[src/sv/mosf_pkg.sv]
`default_nettype none

package mosf_pkg;

    localparam int WINDOW      = 12;
    localparam int SAMPLE_BITS = 12;
    localparam int OUT_BITS    = 12;

    // Sorted positions of the two middle entries; equal for an odd window.
    localparam int MID_LO = (WINDOW - 1) / 2;
    localparam int MID_HI = WINDOW / 2;

    // Each pass moves the largest unsorted entry onto the sorted top run.
    // Once the run reaches down to MID_LO, both middle entries are in place.
    localparam int PASSES = WINDOW - MID_LO;

    localparam int STEP_W = $clog2(WINDOW);
    localparam int PASS_W = (PASSES > 1) ? $clog2(PASSES) : 1;

    typedef logic [SAMPLE_BITS-1:0] t_sample;
    typedef logic [SAMPLE_BITS:0]   t_sum;
    typedef logic [OUT_BITS-1:0]    t_filtered;
    typedef logic [STEP_W-1:0]      t_step;
    typedef logic [PASS_W-1:0]      t_pass;

    typedef enum logic [1:0] {
        ST_FILL,
        ST_SORT,
        ST_DONE
    } t_state;

    typedef struct packed {
        logic load;
        logic cmp;
        logic rot;
        logic capture;
    } t_ring_ctrl;

endpackage

`default_nettype wire

[src/sv/mosf_if.sv]
`default_nettype none

interface mosf_sample_if;
    logic              valid;
    logic              ready;
    mosf_pkg::t_sample sample;

    modport source (output valid, output sample, input ready);
    modport sink   (input valid, input sample, output ready);
endinterface

interface mosf_filtered_if;
    logic                valid;
    logic                ready;
    mosf_pkg::t_filtered filtered;

    modport source (output valid, output filtered, input ready);
    modport sink   (input valid, input filtered, output ready);
endinterface

`default_nettype wire

[src/sv/median_of_samples_filter_top.sv]
// Median filter over a window of mosf_pkg::WINDOW converter samples.
//
// Samples enter on i_sample (valid/ready, one request per sample). The block
// collects a full window, orders it, and sends the mean of the two middle
// values, truncated, as one request on o_filtered. Partial windows give
// nothing; the next window starts empty.
//
// While collecting, ready is high and one sample is taken per cycle. After
// the last sample of a window, ready drops while a single comparator works
// through PASSES passes over the sample ring, one compare or rotate step of
// the ring a cycle. The result then moves into the output register once that
// register is free, and o_filtered.valid rises.
//
// The output register separates the two sides: collection of the next
// window goes on while a result waits. If the receiver still holds the
// previous result when a new one is finished, the block waits with ready
// low until it is taken. Reset empties the window and drops any result.
`default_nettype none

module median_of_samples_filter_top (
    input  logic            i_clk,
    input  logic            i_rst_n,
    mosf_sample_if.sink     i_sample,
    mosf_filtered_if.source o_filtered
);

    mosf_pkg::t_ring_ctrl w_ctrl;
    mosf_pkg::t_filtered  w_mean;
    logic                 w_out_free;
    logic                 r_out_valid;
    mosf_pkg::t_filtered  r_filtered;

    assign w_out_free = !r_out_valid || o_filtered.ready;

    mosf_seq u_seq (
        .i_clk      (i_clk),
        .i_rst_n    (i_rst_n),
        .i_in_valid (i_sample.valid),
        .i_out_free (w_out_free),
        .o_in_ready (i_sample.ready),
        .o_ctrl     (w_ctrl)
    );

    mosf_ring u_ring (
        .i_clk    (i_clk),
        .i_ctrl   (w_ctrl),
        .i_sample (i_sample.sample),
        .o_mean   (w_mean)
    );

    always_ff @(posedge i_clk) begin
        if (!i_rst_n) begin
            r_out_valid <= 1'b0;
        end else if (w_ctrl.capture) begin
            r_out_valid <= 1'b1;
        end else if (o_filtered.ready) begin
            r_out_valid <= 1'b0;
        end
    end

    always_ff @(posedge i_clk) begin
        if (w_ctrl.capture) begin
            r_filtered <= w_mean;
        end
    end

    assign o_filtered.valid    = r_out_valid;
    assign o_filtered.filtered = r_filtered;

endmodule

`default_nettype wire

[src/sv/mosf_ring.sv]
`default_nettype none

module mosf_ring (
    input  logic                 i_clk,
    input  mosf_pkg::t_ring_ctrl i_ctrl,
    input  mosf_pkg::t_sample    i_sample,
    output mosf_pkg::t_filtered  o_mean
);

    mosf_pkg::t_sample r_ring [mosf_pkg::WINDOW];
    mosf_pkg::t_sample n_ring [mosf_pkg::WINDOW];
    logic              w_head_gt;
    mosf_pkg::t_sum    w_sum;

    // The single comparator of the block: it always looks at the two head entries.
    assign w_head_gt = r_ring[0] > r_ring[1];

    always_comb begin
        n_ring = r_ring;
        if (i_ctrl.load || i_ctrl.rot) begin
            for (int i = 0; i < mosf_pkg::WINDOW - 1; i++) begin
                n_ring[i] = r_ring[i + 1];
            end
            n_ring[mosf_pkg::WINDOW - 1] = i_ctrl.load ? i_sample : r_ring[0];
        end else if (i_ctrl.cmp) begin
            // The larger one stays at the head as the running maximum, the
            // smaller one drops to the tail.
            n_ring[0] = w_head_gt ? r_ring[0] : r_ring[1];
            for (int i = 1; i < mosf_pkg::WINDOW - 1; i++) begin
                n_ring[i] = r_ring[i + 1];
            end
            n_ring[mosf_pkg::WINDOW - 1] = w_head_gt ? r_ring[1] : r_ring[0];
        end
    end

    always_ff @(posedge i_clk) begin
        r_ring <= n_ring;
    end

    assign w_sum  = mosf_pkg::t_sum'(r_ring[mosf_pkg::MID_LO])
                  + mosf_pkg::t_sum'(r_ring[mosf_pkg::MID_HI]);
    assign o_mean = mosf_pkg::t_filtered'(w_sum[mosf_pkg::SAMPLE_BITS:1]);

endmodule

`default_nettype wire

[src/sv/mosf_seq.sv]
`default_nettype none

module mosf_seq (
    input  logic                 i_clk,
    input  logic                 i_rst_n,
    input  logic                 i_in_valid,
    input  logic                 i_out_free,
    output logic                 o_in_ready,
    output mosf_pkg::t_ring_ctrl o_ctrl
);

    localparam mosf_pkg::t_step LAST_STEP = mosf_pkg::t_step'(mosf_pkg::WINDOW - 1);
    localparam mosf_pkg::t_pass LAST_PASS = mosf_pkg::t_pass'(mosf_pkg::PASSES - 1);

    mosf_pkg::t_state r_state, n_state;
    mosf_pkg::t_step  r_fill,  n_fill;
    mosf_pkg::t_step  r_step,  n_step;
    mosf_pkg::t_pass  r_pass,  n_pass;
    mosf_pkg::t_step  w_cmp_limit;

    // Pass k compares over the unsorted part, then rotates the rest of the ring.
    assign w_cmp_limit = LAST_STEP - mosf_pkg::t_step'(r_pass);

    always_ff @(posedge i_clk) begin
        if (!i_rst_n) begin
            r_state <= mosf_pkg::ST_FILL;
            r_fill  <= '0;
            r_step  <= '0;
            r_pass  <= '0;
        end else begin
            r_state <= n_state;
            r_fill  <= n_fill;
            r_step  <= n_step;
            r_pass  <= n_pass;
        end
    end

    always_comb begin
        n_state    = r_state;
        n_fill     = r_fill;
        n_step     = r_step;
        n_pass     = r_pass;
        o_in_ready = 1'b0;
        o_ctrl     = '0;
        unique case (r_state)
            mosf_pkg::ST_FILL: begin
                o_in_ready  = 1'b1;
                o_ctrl.load = i_in_valid;
                if (i_in_valid) begin
                    if (r_fill == LAST_STEP) begin
                        n_fill  = '0;
                        n_step  = '0;
                        n_pass  = '0;
                        n_state = mosf_pkg::ST_SORT;
                    end else begin
                        n_fill = r_fill + 1'b1;
                    end
                end
            end
            mosf_pkg::ST_SORT: begin
                if (r_step < w_cmp_limit) begin
                    o_ctrl.cmp = 1'b1;
                end else begin
                    o_ctrl.rot = 1'b1;
                end
                if (r_step == LAST_STEP) begin
                    n_step = '0;
                    if (r_pass == LAST_PASS) begin
                        n_state = mosf_pkg::ST_DONE;
                    end else begin
                        n_pass = r_pass + 1'b1;
                    end
                end else begin
                    n_step = r_step + 1'b1;
                end
            end
            mosf_pkg::ST_DONE: begin
                if (i_out_free) begin
                    o_ctrl.capture = 1'b1;
                    n_state        = mosf_pkg::ST_FILL;
                end
            end
            default: begin
                n_state = mosf_pkg::ST_FILL;
            end
        endcase
    end

`ifndef SYNTHESIS
    a_ctrl_onehot: assert property (@(posedge i_clk) disable iff (!i_rst_n)
        $onehot0({o_ctrl.load, o_ctrl.cmp, o_ctrl.rot, o_ctrl.capture}))
        else $error("ring control has more than one operation active");

    a_pass_range: assert property (@(posedge i_clk) disable iff (!i_rst_n)
        (r_state == mosf_pkg::ST_SORT) |-> (r_pass <= LAST_PASS))
        else $error("sort pass counter out of range");

    a_sort_entry: assert property (@(posedge i_clk) disable iff (!i_rst_n)
        (o_ctrl.load && r_fill == LAST_STEP)
        |=> (r_state == mosf_pkg::ST_SORT && r_pass == '0 && r_step == '0))
        else $error("full window did not start a clean sort");

    a_sort_exit: assert property (@(posedge i_clk) disable iff (!i_rst_n)
        (r_state == mosf_pkg::ST_SORT && r_step == LAST_STEP && r_pass == LAST_PASS)
        |=> (r_state == mosf_pkg::ST_DONE))
        else $error("sort did not finish after its last pass");
`endif

endmodule

`default_nettype wire
[src/flat_wrapper.sv]
// flat-port wrapper written by rule: the top's interface ports become plain ports
module median_of_samples_filter_top_flat 
  (i_clk, i_rst_n, i_sample_valid, i_sample_sample, i_sample_ready, o_filtered_valid, o_filtered_filtered, o_filtered_ready);
  mosf_sample_if i_sample_i ();
  mosf_filtered_if o_filtered_i ();
  input  logic i_clk;
  input  logic i_rst_n;
  input wire logic [$bits(i_sample_i.valid)-1:0] i_sample_valid;
  input wire logic [$bits(i_sample_i.sample)-1:0] i_sample_sample;
  output wire logic [$bits(i_sample_i.ready)-1:0] i_sample_ready;
  output wire logic [$bits(o_filtered_i.valid)-1:0] o_filtered_valid;
  output wire logic [$bits(o_filtered_i.filtered)-1:0] o_filtered_filtered;
  input wire logic [$bits(o_filtered_i.ready)-1:0] o_filtered_ready;
  assign i_sample_i.valid = i_sample_valid;
  assign i_sample_i.sample = i_sample_sample;
  assign i_sample_ready = i_sample_i.ready;
  assign o_filtered_valid = o_filtered_i.valid;
  assign o_filtered_filtered = o_filtered_i.filtered;
  assign o_filtered_i.ready = o_filtered_ready;
  median_of_samples_filter_top u_core (.i_clk(i_clk), .i_rst_n(i_rst_n), .i_sample(i_sample_i), .o_filtered(o_filtered_i));
endmodule
[config.mk]
export PLATFORM = sky130hd
export DESIGN_NAME = median_of_samples_filter_top_flat
export DESIGN_NICKNAME = d
export VERILOG_FILES = /design/src/sv/mosf_pkg.sv /design/src/sv/mosf_if.sv /design/src/sv/median_of_samples_filter_top.sv /design/src/sv/mosf_ring.sv /design/src/sv/mosf_seq.sv /design/src/flat_wrapper.sv
export SDC_FILE = /design/constraint.sdc
export NUM_CORES = 1
export LEC_CHECK = 0
export BUFFER_PORTS_ARGS = -buffer_cell sky130_fd_sc_hd__buf_4
export CORE_MARGIN = 1
export CORE_UTILIZATION = 60
export DETAILED_ROUTE_END_ITERATION = 16
export PLACE_DENSITY = 0.78
export SLEW_MARGIN = 20
export SYNTH_ARGS = -nofsm -noshare
export SYNTH_HDL_FRONTEND = slang
export SYNTH_SLANG_ARGS = --single-unit
[constraint.sdc]
create_clock -name i_clk -period 10.1 [get_ports i_clk]
set_input_delay 1.515 -clock i_clk [delete_from_list [all_inputs] [get_ports i_clk]]
set_output_delay 1.515 -clock i_clk [all_outputs]
set_load 0.05 [all_outputs]
; ---- Word level (Yosys, flattened, before mapping)
; Index checks and enable logic that the tools add are counted.
[totals]
out_inout_bits = 14
register_bits = 170
word_cells = 79
mem_bits_ro = 0
in_bits = 16
latch_bits = 0
n_memories = 0
ramBits = 0
[classes]
n_bitwise = 0
mux = 30
order_cmp = 2
shift = 0
multipliers = 0
n_reduce_logical = 12
add_sub_neg = 5
eq_ne = 12
n_div = 0
[op_table]
columns = operator, n
row1 = 144-bit two-way mux, 2
row2 = 12-bit two-way mux, 3
row3 = 4-bit two-way mux, 4
row4 = 12-bit by 12-bit adder with 13-bit output, 1
row5 = 12-bit > comparator, 1
row6 = 2-bit two-way mux, 6
row7 = 3-bit two-way mux, 4
row8 = "2-bit inequality test, second input constant", 6
row9 = 5-bit AND reduction, 2
row10 = "4-bit by 1-bit adder with 4-bit output, second input constant", 2
row11 = "4-bit == test, second input constant", 2
row12 = 1-bit two-way mux, 8
row13 = 4-bit one-hot mux with 2 select lines, 1
row14 = 2-bit one-hot mux with 3 select lines, 1
row15 = 3-bit one-hot mux with 2 select lines, 1
row16 = 2-bit nonzero test, 3
row17 = 4-bit less-than comparator, 1
row18 = 2-bit AND reduction, 2
row19 = "4-bit by 3-bit subtractor with 4-bit output, first input constant", 1
row20 = "3-bit by 1-bit adder with 3-bit output, second input constant", 1
row21 = "3-bit == test, second input constant", 1
row22 = 3-bit AND reduction, 1
row23 = "2-bit by 1-bit == test with 1-bit output, second input constant", 1
row24 = "2-bit == test, second input constant", 1
row25 = 4 further kinds, 5

; ---- Longest topological paths before layout
; Gate-level depths: netlist of run 1.
[depth]
ltp_word = 7
depth_mapped = 9
ltp_nobuf = 8

; ---- By module
; From an unflattened synthesis of run 1, not the netlist that was laid out.
[unflattened]
hier_cells = 403
area_unflattened_um2 = 6573.8
[modules_own_cells]
columns = mod, cells_each, area_each_um2, n_inst, seq_area_each_um2
row1 = mosf_ring, 289, 5362.6, 1, 4324.1
row2 = mosf_seq, 98, 802.0, 1, 260.2
row3 = median_of_samples_filter_top, 16, 409.1, 1, 380.4

; ---- Worst setup path after synthesis of run 1
; OpenSTA, ideal clock, no wires.
[synth_path]
kind = input -> register
startpoint = in i_sample_valid
endpoint = reg u_core.u_seq.r_step[2]
setup_time_ps = 116
path_buffers = 0
t_arrival_ps = 4971
required_time_ps = 9984
cell_stages = 6
setup_slack_ps = 5012
cell_sequence = nor2_1 > or2_2 > inv_1 > o211ai_1 > a21oi_1 > nor2_1
[synth_via]
elab_chain_cells = 2
[synth_lines]
columns = item, line_no
row1 = from (decl), flat_wrapper.sv:8  ; input wire logic [$bits(i_sample_i.valid)-1:0] i_sample_valid;
row2 = 2-bit inequality test (no line), --
row3 = 3-bit AND reduction (no line), --
row4 = to (signal assigned), mosf_seq.sv:33  ; r_step <= n_step;
row5 = to (decl), mosf_seq.sv:17  ; mosf_pkg::t_step r_step, n_step;
; Every way passes these cells.
; A chain may end at the register's enable or synchronous reset.

; ---- Worst setup path in the final report of run 1
[layout_path]
startpoint = in i_sample_valid
endpoint = reg u_core.u_ring.r_ring[125] in the netlist's numbering, enable pin
[layout_via]
elab_chain_cells = 3
[layout_lines]
columns = item, line_no
row1 = 1-bit two-way mux, mosf_seq.sv:45  ; unique case (r_state)
row2 = 1-bit logical OR, mosf_ring.sv:20  ; if (i_ctrl.load || i_ctrl.rot) begin
row3 = 2-bit nonzero test (no line), --
row4 = to (signal assigned), mosf_ring.sv:37  ; r_ring <= n_ring;
row5 = to (decl), mosf_ring.sv:10  ; mosf_pkg::t_sample r_ring [mosf_pkg::WINDOW];
; Every way passes these cells.

==> results of run 1 <==
## critical path: stages
cell and delay, ns:
sky130_fd_sc_hd__buf_4 0.16, sky130_fd_sc_hd__nor2_1 0.06, sky130_fd_sc_hd__or2_2 0.34, sky130_fd_sc_hd__inv_4 0.35, sky130_fd_sc_hd__buf_6 0.68
## path summary, 6_finish.rpt
kind	from	to	slack, ns	depth (start not counted)
worst min register to register	u_core.u_ring.r_ring[90]	u_core.u_ring.r_ring[102]	0.41	0
worst max-delay path	i_sample_valid	u_core.u_ring.r_ring[125]	7.07	5
worst min-delay path	u_core.u_ring.r_ring[90]	u_core.u_ring.r_ring[102]	0.41	0
worst max register to register	u_core.u_ring.r_ring[130]	u_core.u_ring.r_ring[0]	7.28	6
## power by group
group / internal [mW] / switching, mW / total, mW
clock network: 0.383 / 0.278 / 0.660
logic: 0.0317 / 0.0442 / 0.0759
registers: 0.816 / 0.0181 / 0.834
total: 1.23 / 0.340 / 1.57
## area by class of cell
cell class	instances	area (um^2)	area share
sequential	170	4960	0.667
multi-input combinational	184	1380	0.185
clock buffer	17	414	0.0556
timing repair buffer	31	236	0.0318
clock inverter	14	190	0.0256
tap	136	170	0.0229
inverter	23	88.8	0.0119
## cell usage in the layout, fill, tap and decap left out, drive strengths merged, types with 3 or more instances in the layout
cell type  count
edfxtp       156
buf           31
ha            30
inv           28
a21oi         21
nor2          19
clkbuf        17
dfxtp         14
and3          13
nand2         12
a221o         12
o21ai         10
xnor2         10
nand3          6
xor2           5
nand4          4
clkinv         4
nor2b          3
nand2b         3
a21o           3
bufinv         3
## metrics by stage
step,area [um^2],hold slack (ns)
6_report,7440,0.407
5_1_grt,7440,0.415
4_1_cts,7440,0.418
3_3_place_gp,6830,0.400
2_1_floorplan,6460,0.400
3_5_place_dp,6830,0.405
## registers in the layout, summed over array words and instances (netlist names)
name and count:
u_core.o_filtered.filtered 12, u_core.u_ring.r_ring 144, u_core.u_seq.r_state 2, u_core.u_seq.r_pass 3, u_core.u_seq.r_fill 4, u_core.u_seq.r_step 4, u_core.o_filtered.valid 1
## routing by layer
metal	up-vias	share of wire	wire length (um)
met5	-	0	0
met4	0	0.017	184
met3	16	0.043	456
met2	106	0.48	5060
met1	1647	0.46	4900
li1	1565	-	-
## logic make-up after synthesis
kind of cell / count (synthesis) / share of synthesized area
DFF: 170 / 0.769
and+or+nand+nor: 72 / 0.0595
AOI/OAI and AO/OA: 64 / 0.0682
adders and majority gates: 31 / 0.0612
buffers and inverters: 29 / 0.0190
xor gates and xnor gates: 15 / 0.0203
muxes: 2 / 0.00310
==> results.md, run 1 <==
* CTS max path bufs: 2
* initial antenna violation count: 0
* worst-path fanout max: 99
* share of Yosys cell area claimed by the top area cell type: 0.725
* count of standard-cell rows: 37
* floorplan die area: 0.0112 mm^2
* Total GRT Usage: 0.209
* total power of the final layout: 1.57 mW
* count of input and output buffers: 29
* y dimension of the die: 106 um
* WL final: 10600 um
* sequential share of the synthesized area: 0.769
* nets in the synthesized netlist: 430
* unrepaired setup endpoints after global routing: no
* total CTS buffers: 17
* overall via count from detail_route: 3334
* Critical Path Start Type: input pin
* maximum vdd drop: 0.115 mV
* total number of yosys warnings: 0
* post-CTS repair timing setup buffer count: 0
* DRT iter0 DRCs: 215
* crit path DAT: 3.18 ns
* worst-margin pin slew: 1.08 ns
* class of the most critical setup path: input pin to flop
* die width: 106 um
* drt pass-1 iters: 5
* Min-Delay Path Class: flop to flop
* routed length per instance: 18.5 um
* Post-Place Cells: 544
* met3 Resource Use GR: 0.0575
* fin util: 0.718
* overall overflow remaining after global route: 0
* HPWL after detailed placement: 6540 um
* via count of the first global-routing pass: 3240
* number of different library cells in the post-synthesis netlist: 47
* sum of negative setup slack: 0 ns
* quantity of hold-fixing buffers added after cts: 0
* Vias per Instance: 5.80
* number of max-cap violations: 0
* Mean Syn Cell Area: 16.9 um^2
* number of setup violations in the final report: 0
* worst-skew pair later-pin latency: 0.54 ns
* netlist area before placement: 0.00646 mm^2
* Slew HR: 0.278
* met2 global-route usage: 0.323
* number of resized instances in the post-cts repair step: 0
* crit end category: flop
* most common cell in the netlist: sky130_fd_sc_hd__edfxtp_1
* Worst Setup Slack, final: 7.07 ns
* result of the run: completed
* data required time at the worst endpoint: 10.25 ns
* initial standard-cell utilization of the core: 0.623
* main area contributors after synthesis: sky130_fd_sc_hd__edfxtp_1, sky130_fd_sc_hd__ha_1, sky130_fd_sc_hd__dfxtp_1
* synthesized instance count: 383
* post-layout instance count excluding filler cells: 575
* dpl ws: 6.28 ns
* TritonCTS clock tree: done
* final critical-path required period: 3.03 ns
* most used flip-flop cell after synthesis: sky130_fd_sc_hd__edfxtp_1
* Worst-path clk slew: 0.07 ns
* Clock Root Buffer: sky130_fd_sc_hd__clkbuf_8
* post-route ant nets: 0
* routability cong.: 0.840
* Pins Over Slew Limit: 0
* first-pass GRT wire length: 16800 um
* met1 capacity usage during global routing: 0.282
* final period utilization: 0.300
* Fin Clk Skew: 0.0158 ns
* post-synthesis cell type with the largest combined area: sky130_fd_sc_hd__edfxtp_1
* Floorplan Core Area: 0.0104 mm^2
* top cell types by occurrence after synthesis: sky130_fd_sc_hd__edfxtp_1, sky130_fd_sc_hd__ha_1, sky130_fd_sc_hd__inv_1
* Layout fillers: 643
* Post-route DRC: 0
* fraction of final layout cells with drive strength greater than 1: 0.166
* H-tree levels: 4
* busiest layer in global routing: met2
* synthesis-to-finish area growth: 15.2%
* Async S/R FF share, synth: 0
* pin count of the biggest net entering global routing: 100
* number of hold violations in the final report: 0
* top-level I/O count: 30
* achievable clock frequency: 330 MHz
* Inserted Diodes: 0
* number of flops mapped to enable cells by yosys: 156
* register bit total from synthesis: 170
* Sinks on Clock Net: 170
* Final Net Count: 474
* ratio of total power to cell area: 211 mW/mm^2
* Leak Pwr: 2.80 nW
(Power assumes the default switching activity.)
==> run 2, diff against run 1 <==
--- a/config.mk
+++ b/config.mk
@@ -5,6 +5,7 @@
 export SDC_FILE = /design/constraint.sdc
 export NUM_CORES = 1
 export LEC_CHECK = 0
+export ABC_AREA = 1
 export BUFFER_PORTS_ARGS = -buffer_cell sky130_fd_sc_hd__buf_4
 export CORE_MARGIN = 1
 export CORE_UTILIZATION = 60
==> constraint.sdc (replaced) <==
create_clock -name i_clk -period 3 [get_ports i_clk]
set_input_delay 0.45 -clock i_clk [delete_from_list [all_inputs] [get_ports i_clk]]
set_output_delay 0.45 -clock i_clk [all_outputs]
set_load 0.05 [all_outputs]
==> run 2 against run 1 <==
  * Sequential power grew to 3.9 times the previous value
  * Register-to-register slack lost 6.8 ns
  * Critical path type is now flop to flop
  * First-iteration DRC count grew 26%
  * Highest routed layer unchanged
  * Largest power group unchanged
  * Clock-buffer cell count grew 3
  * Die area grew 5.5%
  * Cell count grew 22%
==> results.md, run 2 <==
* critical path, cell by cell: inv_1 > ha_1 > a21oi_1 > nand2_1 > nand2_1 > nand3_2 > nand2_2 > o21a_1
* Slew HR: 0.592
* most used flip-flop cell after synthesis: sky130_fd_sc_hd__edfxtp_1
* count of input and output buffers: 29
* total number of yosys warnings: 0
* pin count of the biggest net entering global routing: 87
* initial antenna violation count: 0
* critical path's largest stage delay: 0.57 ns
* Final Net Count: 598
* Leak Pwr: 3.10 nW
* top cell types by occurrence after synthesis: sky130_fd_sc_hd__edfxtp_1, sky130_fd_sc_hd__nand2_1, sky130_fd_sc_hd__inv_1
* slowest stage cell on the critical path: sky130_fd_sc_hd__o21a_1
* TritonCTS clock tree: done
* number of resized instances in the post-cts repair step: 0
* H-tree levels: 4
* Inserted Diodes: 0
* Floorplan Core Area: 0.0109 mm^2
* share of Yosys cell area claimed by the top area cell type: 0.687
* overall via count from detail_route: 3794
* routed length per instance: 15.7 um
* crit end category: flop
* WL final: 11000 um
* count of standard-cell rows: 38
* class of the most critical setup path: flop to flop
* Clock Root Buffer: sky130_fd_sc_hd__clkbuf_16
* sequential cell area: 0.00496 mm^2
* netlist area before placement: 0.00682 mm^2
* number of hold violations in the final report: 0
* data required time at the worst endpoint: 3.06 ns
* most common library cell in the layout ignoring fill and taps: sky130_fd_sc_hd__edfxtp_1
* register bit total from synthesis: 170
* DRT iter0 DRCs: 271
* result of the run: completed
* number of setup violations in the final report: 0
* CTS max path bufs: 2
* worst-skew pair later-pin latency: 0.43 ns
* Sinks on Clock Net: 170
* number of different library cells in the post-synthesis netlist: 35
* Worst-path clk slew: 0.06 ns
* final period utilization: 0.855
* crit path DAT: 2.62 ns
* worst-path fanout max: 13
* Hold Worst Slack: 0.264 ns
* worst-margin pin slew: 0.612 ns
* achievable clock frequency: 390 MHz
* Critical Path Start Type: flop
* drt pass-1 iters: 6
* nets in the synthesized netlist: 553
* maximum vdd drop: 0.482 mV
* final critical-path required period: 2.56 ns
* first-pass GRT wire length: 18000 um
* Post-route DRC: 0
* Pins Over Slew Limit: 0
* main area contributors after synthesis: sky130_fd_sc_hd__edfxtp_1, sky130_fd_sc_hd__nand2_1, sky130_fd_sc_hd__ha_1
* Total GRT Usage: 0.213
* most flop-heavy register: u_core.u_ring.r_ring
* post-route ant nets: 0
* most common cell in the netlist: sky130_fd_sc_hd__edfxtp_1
* ratio of total power to cell area: 787 mW/mm^2
* unrepaired setup endpoints after global routing: no
* initial standard-cell utilization of the core: 0.624
* number of flops mapped to enable cells by yosys: 156
* cell type with the highest occurrence count on the critical path: sky130_fd_sc_hd__nand2_1
* area used by multi-input combinational logic: 0.00160 mm^2
* Async S/R FF share, synth: 0
* kind of cell adding the most delay to the critical path: compound AO/OA/AOI/OAI gates
* floorplan die area: 0.0118 mm^2
* post-CTS repair timing setup buffer count: 0
* y dimension of the die: 109 um
* commonest cells after routing, fill and taps aside: sky130_fd_sc_hd__edfxtp_1, sky130_fd_sc_hd__nand2_1, sky130_fd_sc_hd__inv_1, sky130_fd_sc_hd__nand3_1, sky130_fd_sc_hd__buf_4
* quantity of hold-fixing buffers added after cts: 0
* number of buffers and inverters on the critical path: 1
* via count of the first global-routing pass: 3657
* die width: 109 um
* number of max-cap violations: 0
* synthesized instance count: 506
* Layout fillers: 748
* top-level I/O count: 30
* total CTS buffers: 17
* HPWL after detailed placement: 7030 um
* sequential share of the synthesized area: 0.728
* routability cong.: 0.838
* overall overflow remaining after global route: 0
* fraction of final layout cells with drive strength greater than 1: 0.144
* post-synthesis cell type with the largest combined area: sky130_fd_sc_hd__edfxtp_1
* flip-flop count of the largest register, all copies and words added: 144
* Vias per Instance: 5.39
* Mean Syn Cell Area: 13.5 um^2
* Min-Delay Path Class: input pin to flop
* Fin Clk Skew: 0.00911 ns
* synthesis-to-finish area growth: 13.7%
* sum of negative setup slack: 0 ns
[run 2: final cells by class]
type,count,area share
repair buffers,33,0.0335
inverters,55,0.0266
clock inverters,12,0.0153
multi-input cells,274,0.206
flip-flops and latches,170,0.640
well taps,140,0.0226
clock buffers,20,0.0563
[run 2: stage by stage]
stage | cells | power (mW) | area, um^2 | util | setup WS (ns)
after floorplan | 506 | 3.86 | 6830 | - | 0.119
after global placement | 672 | 4.06 | 7200 | 0.659 | 0.525
after detailed placement | 672 | 4.09 | 7200 | 0.659 | 0.441
after CTS | 704 | 6.15 | 7760 | 0.709 | 0.431
after global routing | 704 | 6.39 | 7760 | 0.709 | 0.249
final | 704 | 6.11 | 7760 | 0.709 | 0.435
[run 2: power breakdown]
part	switching (mW)	leakage, nW	total (mW)	internal, mW
logic	0.548	1.21	0.827	0.279
clock network	0.898	0.250	2.05	1.15
registers	0.146	1.63	3.23	3.09
[run 2: per-layer routing]
| layer | up-vias | global-route usage | share of wire |
|---|---|---|---|
| met5 | - | 0 | 0 |
| met4 | 0 | 0.0936 | 0.020 |
| met2 | 94 | 0.321 | 0.47 |
| met3 | 17 | 0.0616 | 0.053 |
| li1 | 1868 | - | - |
| met1 | 1815 | 0.292 | 0.46 |
[run 2: cells by family after synthesis]
group | count (synthesis) | share of synthesized area
and+or+nand+nor | 179 | 0.114
DFF | 170 | 0.728
buffers and inverters | 62 | 0.0392
AOI/OAI and AO/OA | 54 | 0.0481
adders and majority gates | 31 | 0.0580
xor gates and xnor gates | 10 | 0.0128
[run 2: path summary, 6_finish.rpt]
| kind | slack (ns) | cells past startpoint | end | from |
|---|---|---|---|---|
| max reg2reg | 0.44 | 8 | u_core.u_ring.r_ring[134] | u_core.u_ring.r_ring[127] |
| min reg2reg | 0.42 | 0 | u_core.u_ring.r_ring[101] | u_core.u_ring.r_ring[89] |
| min | 0.26 | 2 | u_core.u_seq.r_state[1] | i_rst_n |
| max | 0.44 | 8 | u_core.u_ring.r_ring[134] | u_core.u_ring.r_ring[127] |
[run 2: worst reg2reg max path: cells and delay by family, from the launching register on]
family | cells | cell delay, ns
compound gates | 2 | 0.72
simple gates | 4 | 0.71
flops | 1 | 0.40
fa+ha+maj | 1 | 0.26
buf+inv | 1 | 0.10
